==> src/sv/oaht_pkg.sv <==
// Shared types, widths and codes of the open-addressing hash table.
package oaht_pkg;

  // Default table size and fixed field widths.
  localparam int unsigned SLOTS_DEF = 256;
  localparam int unsigned CMD_W     = 2;
  localparam int unsigned KEY_W     = 32;
  localparam int unsigned HASH_W    = 32;
  localparam int unsigned VAL_W     = 64;
  localparam int unsigned STS_W     = 2;
  localparam int unsigned LIM_W     = 8;
  localparam int unsigned CNT_W     = 9;

  // Load limit after reset and the largest value it can take.
  localparam logic [LIM_W-1:0] LIMIT_RST = 8'd192;
  localparam int unsigned      LIM_MAX   = 255;

  // Hash reduction: bits handled per step and number of steps.
  localparam int unsigned MOD_BITS  = 4;
  localparam int unsigned MOD_STEPS = HASH_W / MOD_BITS;
  localparam int unsigned MOD_CNT_W = $clog2(MOD_STEPS + 1);

  // Commands carried by an input word.
  typedef enum logic [CMD_W-1:0] {
    CMD_SET = 2'd0,
    CMD_GET = 2'd1,
    CMD_DEL = 2'd2,
    CMD_CLR = 2'd3
  } cmd_e;

  // Result status codes.
  typedef enum logic [STS_W-1:0] {
    ST_OK     = 2'd0,
    ST_ABSENT = 2'd1,
    ST_FULL   = 2'd2
  } status_e;

  // Per-slot occupancy held in the slot state memory.
  typedef enum logic [1:0] {
    SL_EMPTY = 2'b00,
    SL_LIVE  = 2'b01,
    SL_TOMB  = 2'b10
  } slot_e;

  // Controller states.
  typedef enum logic [2:0] {
    S_INIT,
    S_IDLE,
    S_MOD,
    S_PROBE,
    S_CLEAR,
    S_FINISH
  } state_e;

  // Commands from the controller to the datapath.
  typedef struct packed {
    logic in_ready;
    logic mod_step;
    logic issue;
    logic advance;
    logic capture;
    logic clear_step;
    logic commit;
  } ctrl_cmd_t;

  // Status from the datapath to the controller.
  typedef struct packed {
    logic in_valid;
    cmd_e op;
    logic skip;
    logic mod_done;
    logic probe_stop;
    logic clr_last;
    logic out_free;
  } dp_sts_t;

endpackage

==> src/sv/oaht_ctrl.sv <==
// Controller state machine that sequences decode, hash reduction, probing and clearing.
module oaht_ctrl (
  input  logic                  clk_i,
  input  logic                  rst_ni,
  input  oaht_pkg::dp_sts_t     sts_i,
  output oaht_pkg::ctrl_cmd_t   cmd_o
);

  oaht_pkg::state_e state_q, state_d;

  // State register.
  always_ff @(posedge clk_i or negedge rst_ni) begin
    if (!rst_ni) begin
      state_q <= oaht_pkg::S_INIT;
    end else begin
      state_q <= state_d;
    end
  end

  // Next state and datapath commands.
  always_comb begin
    state_d = state_q;
    cmd_o   = '0;
    unique case (state_q)
      oaht_pkg::S_INIT: begin
        // Sweep the slot state memory empty after reset.
        cmd_o.clear_step = 1'b1;
        if (sts_i.clr_last) begin
          state_d = oaht_pkg::S_IDLE;
        end
      end
      oaht_pkg::S_IDLE: begin
        cmd_o.in_ready = 1'b1;
        if (sts_i.in_valid) begin
          state_d = oaht_pkg::S_MOD;
        end
      end
      oaht_pkg::S_MOD: begin
        // Decode the command; once the start slot is known, issue its read.
        priority if (sts_i.op == oaht_pkg::CMD_CLR) begin
          state_d = oaht_pkg::S_CLEAR;
        end else if (sts_i.skip) begin
          state_d = oaht_pkg::S_FINISH;
        end else if (sts_i.mod_done) begin
          cmd_o.issue = 1'b1;
          state_d     = oaht_pkg::S_PROBE;
        end else begin
          cmd_o.mod_step = 1'b1;
        end
      end
      oaht_pkg::S_PROBE: begin
        if (sts_i.probe_stop) begin
          cmd_o.capture = 1'b1;
          state_d       = oaht_pkg::S_FINISH;
        end else begin
          cmd_o.advance = 1'b1;
        end
      end
      oaht_pkg::S_CLEAR: begin
        cmd_o.clear_step = 1'b1;
        if (sts_i.clr_last) begin
          state_d = oaht_pkg::S_FINISH;
        end
      end
      oaht_pkg::S_FINISH: begin
        // Update the table and hand the result word to the output register.
        if (sts_i.out_free) begin
          cmd_o.commit = 1'b1;
          state_d      = oaht_pkg::S_IDLE;
        end
      end
      default: begin
        state_d = oaht_pkg::S_INIT;
      end
    endcase
  end

endmodule

==> config.mk <==
export PLATFORM = sky130hd
export DESIGN_NAME = oaht_ctrl
export DESIGN_NICKNAME = d
export VERILOG_FILES = /design/src/sv/oaht_pkg.sv /design/src/sv/oaht_ctrl.sv
export SDC_FILE = /design/constraint.sdc
export NUM_CORES = 1
export LEC_CHECK = 0
export ABC_CLOCK_PERIOD_IN_PS = 3400
export BUFFER_PORTS_ARGS = -buffer_cell sky130_fd_sc_hd__buf_4
export CORE_AREA = 10 10 47 49
export CTS_CLUSTER_SIZE = 16
export DETAILED_ROUTE_END_ITERATION = 8
export DIE_AREA = 0 0 57 59
export HOLD_SLACK_MARGIN = 0.1
export PLACE_DENSITY = 0.51
export SYNTH_ARGS = -nofsm -noshare
export SYNTH_HDL_FRONTEND = slang
export SYNTH_SLANG_ARGS = --single-unit
==> constraint.sdc <==
create_clock -name clk_i -period 3.4 [get_ports clk_i]
set_input_delay 0.51 -clock clk_i [delete_from_list [all_inputs] [get_ports clk_i]]
set_output_delay 0.51 -clock clk_i [all_outputs]
set_load 0.02 [all_outputs]
# == After elaboration in Yosys (flattened, before gate mapping) ==
# Cells that the tools add are included.
# word_totals
output_inout_bits,7
wordCells,37
regBits,3
in_bits,10
# op_classes
n_eq_ne,12
muxes,21
reduce_logical,3
# op_table
op,n
3-bit two-way mux,8
3-bit case mux with 6 select lines,1
2-bit inequality test (second input constant),5
1-bit two-way mux,8
2-bit two-way mux,4
3-bit by 2-bit equality test with 1-bit output (second input constant),2
3-bit equality test (second input constant),2
6-bit AND reduction,1
4-bit inequality test (second input constant),1
3-bit by 1-bit equality test with 1-bit output (second input constant),1
3-bit logical NOT,1
2-bit equality test (second input constant),1
2-bit OR reduction,1

# == Longest topological paths before layout ==
# logic_depth
word_depth,4
mapped_depth,5
depth_no_buf,4

# == Worst setup path after synthesis ==
# No wires, ideal clock.
# synth_timing
path_kind,input-to-output
startpoint,input sts_i[5] in the netlist's numbering
endpoint,output cmd_o[5] in the netlist's numbering
arrival_time_ns,1.216
slack_ns,1.674
path_stages,2
path_cell_list,a211o_1 > nor3_2
# synth_rtl
element,line_no,rtl
start: declaration,oaht_ctrl.sv:5,"input oaht_pkg::dp_sts_t sts_i,"
end: declaration,oaht_ctrl.sv:6,output oaht_pkg::ctrl_cmd_t cmd_o

==> impl_metrics.env <==
export IMPL_final_hold_viol_count=0
export IMPL_crit_type="reg -> out"
export IMPL_relSlewSlack_pct=79.9
export IMPL_drt_total_wl_um=878
export IMPL_cts_sinks=3
export IMPL_largest_register_ffs=3
export IMPL_multi_input_area_sq_um=181
export IMPL_min_path_type="in -> reg"
export IMPL_r2r_cells=3
export IMPL_synthTopCellsByArea="dfrtp_1, nor2_1, a211o_1"
export IMPL_fin_nets=62
export IMPL_clkTransAtPathRegs_ns=0.04
export IMPL_critical_path_slowest_cell="dfrtp_1"
export IMPL_grt_pass1_wl_mm=1.44
export IMPL_status="completed"
export IMPL_antenna_found_initial=0
export IMPL_max_stage_delay_ns=0.46
export IMPL_die_x_um=57
export IMPL_hold_ws_ns=0.507
export IMPL_r2r_end="state_q[0]"
export IMPL_endpoint_kind="output pin"
export IMPL_die_h_um=59
export IMPL_clk_latency_ns=0.23
export IMPL_yosysTopAreaCell="dfrtp_1"
export IMPL_ys_seq_area_share_pct=27.5
export IMPL_worstPathArrival_ns=1.43
export IMPL_vias=301
export IMPL_cp_max_fo=9
export IMPL_min_path_cells=2
export IMPL_grt_met1_usage_pct=6.21
export IMPL_fill_cells=161
export IMPL_tns_ns=0
export IMPL_fin_crit_sh_pct=57.0
export IMPL_syn_avg_cell_area_sq_um=8.52
export IMPL_post_route_min_period_ns=1.94
export IMPL_synth_area_sq_um=273
export IMPL_grt_pass1_vias=313
export IMPL_final_cell_mix="buf_4, nor2_1, nand2_1, clkbuf_4, dfrtp_1"
export IMPL_r2r_start="state_q[1]"
export IMPL_clock_skew_ns=0.000405
export IMPL_clock_root_buffer="clkbuf_4"
export IMPL_grtUsageMet2_pct=6.98
export IMPL_rows=14
export IMPL_worst_slew_pin_slew_ns=0.301
export IMPL_fin_area_sq_um=433
export IMPL_largest_register="state_q"
export IMPL_synth_distinct_cells=22
export IMPL_area_delta_synth_final_pct=58.7
export IMPL_die_area_sq_um=3360
export IMPL_finalWorstSetupSlack_ns=1.46
export IMPL_firstDrtPassIters=4
export IMPL_drt_initial_drc_count=4
export IMPL_clock_fmax_mhz=516
export IMPL_hpwlAfterDp_um=681
export IMPL_gp_congestion=0.670
export IMPL_dpl_cell_area_sq_um=397
export IMPL_syn_nets=42
export IMPL_grt_max_degree=11
export IMPL_final_seq_area_sq_um=75.1
export IMPL_start_util_pct=19.5
export IMPL_port_buffers=16
export IMPL_cts_tree="yes"
export IMPL_dp_cells=62
export IMPL_route_detailed_drc=0
export IMPL_post_cts_setup_buffers=0
export IMPL_reg_largest_list="state_q (3)"
export IMPL_setup_viol=0
export IMPL_drv_slew=0
export IMPL_htreeDepth=1
export IMPL_cp_cell_sequence="a211o_1 -> nor3_2 -> buf_4"
export IMPL_antenna_cells=0
export IMPL_final_common_cell="buf_4"
export IMPL_ys_ff_latch=3
export IMPL_rsz0062_at_grt="false"
export IMPL_drive_gt1_share_pct=41.2
export IMPL_clock_path_buffers=2
export IMPL_core_area_sq_um=1400
export IMPL_grt_use_total_pct=5.67
export IMPL_maxCapViolations=0
export IMPL_power_leakage_uw=0.000211
export IMPL_yosys_warnings=0
export IMPL_postSynthCellCount=32
export IMPL_use_met3_pct=4.08
export IMPL_cts_buffers=3
export IMPL_postRouteAntennaNets=0
export IMPL_dp_slack_ns=1.50
export IMPL_hold_end="state_q[1]"
export IMPL_startpoint="state_q[0]"
export IMPL_gr_total_overflow=0
export IMPL_start_kind="flip-flop"
export IMPL_vdd_drop_max_mv=0.297
export IMPL_wl_per_cell_um=13.1
export IMPL_final_instance_count_excl_fill=67
export IMPL_cp_required_ns=2.89
export IMPL_powerDensity_nw_per_um2=777
export IMPL_min_delay_start="sts_i[2]"
export IMPL_routed_via_density=4.49
export IMPL_top_usage_layer="met2"
export IMPL_r2r_slack_ns=1.98
export IMPL_ios=17
export IMPL_synth_top_area_share_pct=27.5
## Yosys cell counts
| cell type | count |
|---|---|
| buf_6 | 1 |
| o21ai_1 | 1 |
| nand2_1 | 3 |
| buf_2 | 1 |
| and2_1 | 1 |
| and4b_1 | 1 |
| nor3_2 | 1 |
| o21a_1 | 1 |
| nor2_1 | 5 |
| o41ai_2 | 1 |
| o22ai_1 | 1 |
| a22oi_1 | 1 |
| nor3_1 | 1 |
| o31ai_1 | 1 |
| and2b_1 | 1 |
| dfrtp_1 | 3 |
| mux2i_1 | 1 |
| nand2b_1 | 1 |
| a211o_1 | 2 |
| nor2b_1 | 2 |
| nor4bb_1 | 1 |
| and3_1 | 1 |
## repair_timing
action | CTS | global route
setup endpoints to repair | 0 | 0
endpoints found under the hold margin | 3 | 0
gates resized for setup | 0 | 0
hold buffers | 1 | 0
## where the power goes
group          switching [uW]  internal, uW  total [uW]
clock network            19.5          44.0        63.5
logic                    95.7          91.1         187
registers                34.2          51.9        86.1
total                     149           187         336
## cell type report
cell class	instances	area share, %
timing repair buffer	17	30.1
sequential	3	17.3
multi-input combinational	27	41.9
tap	16	4.62
clock buffer	4	6.07
## worst max-delay path, delay by kind of cell (launching register included)
family | cells | cell delay [ns]
AO/OA/AOI/OAI | 1 | 0.30
buffers and inverters | 1 | 0.20
flip-flops | 1 | 0.46
AND/OR/NAND/NOR | 1 | 0.23
## per-layer routing
metal  vias up  routed length [um]
met5         -                   0
li1        155                   -
met2        14                 372
met4         0                  27
met3         2                  85
met1       130                 392
## through the flow
stage	utilization [%]	total power, uW
CTS	30.9	342
global placement	28.3	276
detailed placement	28.3	274
floorplan	-	220
global route	30.9	373
finish	30.9	336
## worst max path at each step
| stage | end | slack [ns] | cells past startpoint |
|---|---|---|---|
| after floorplan | cmd_o[5] | 1.67 | 2 |
| after global placement | cmd_o[5] | 1.51 | 4 |
| after detailed placement | cmd_o[5] | 1.50 | 4 |
| after CTS | cmd_o[5] | 1.45 | 3 |
| after global routing | cmd_o[5] | 1.36 | 3 |
| final | cmd_o[5] | 1.46 | 3 |
## logic make-up after synthesis
| family | share of synthesized area (%) |
|---|---|
| multiplexers | 3.67 |
| AND/OR/NAND/NOR | 38.1 |
| buffers and inverters | 5.96 |
| AO/OA/AOI/OAI | 24.8 |
| flip-flops | 27.5 |
No activity file was read; power rests on OpenSTA's default activity.
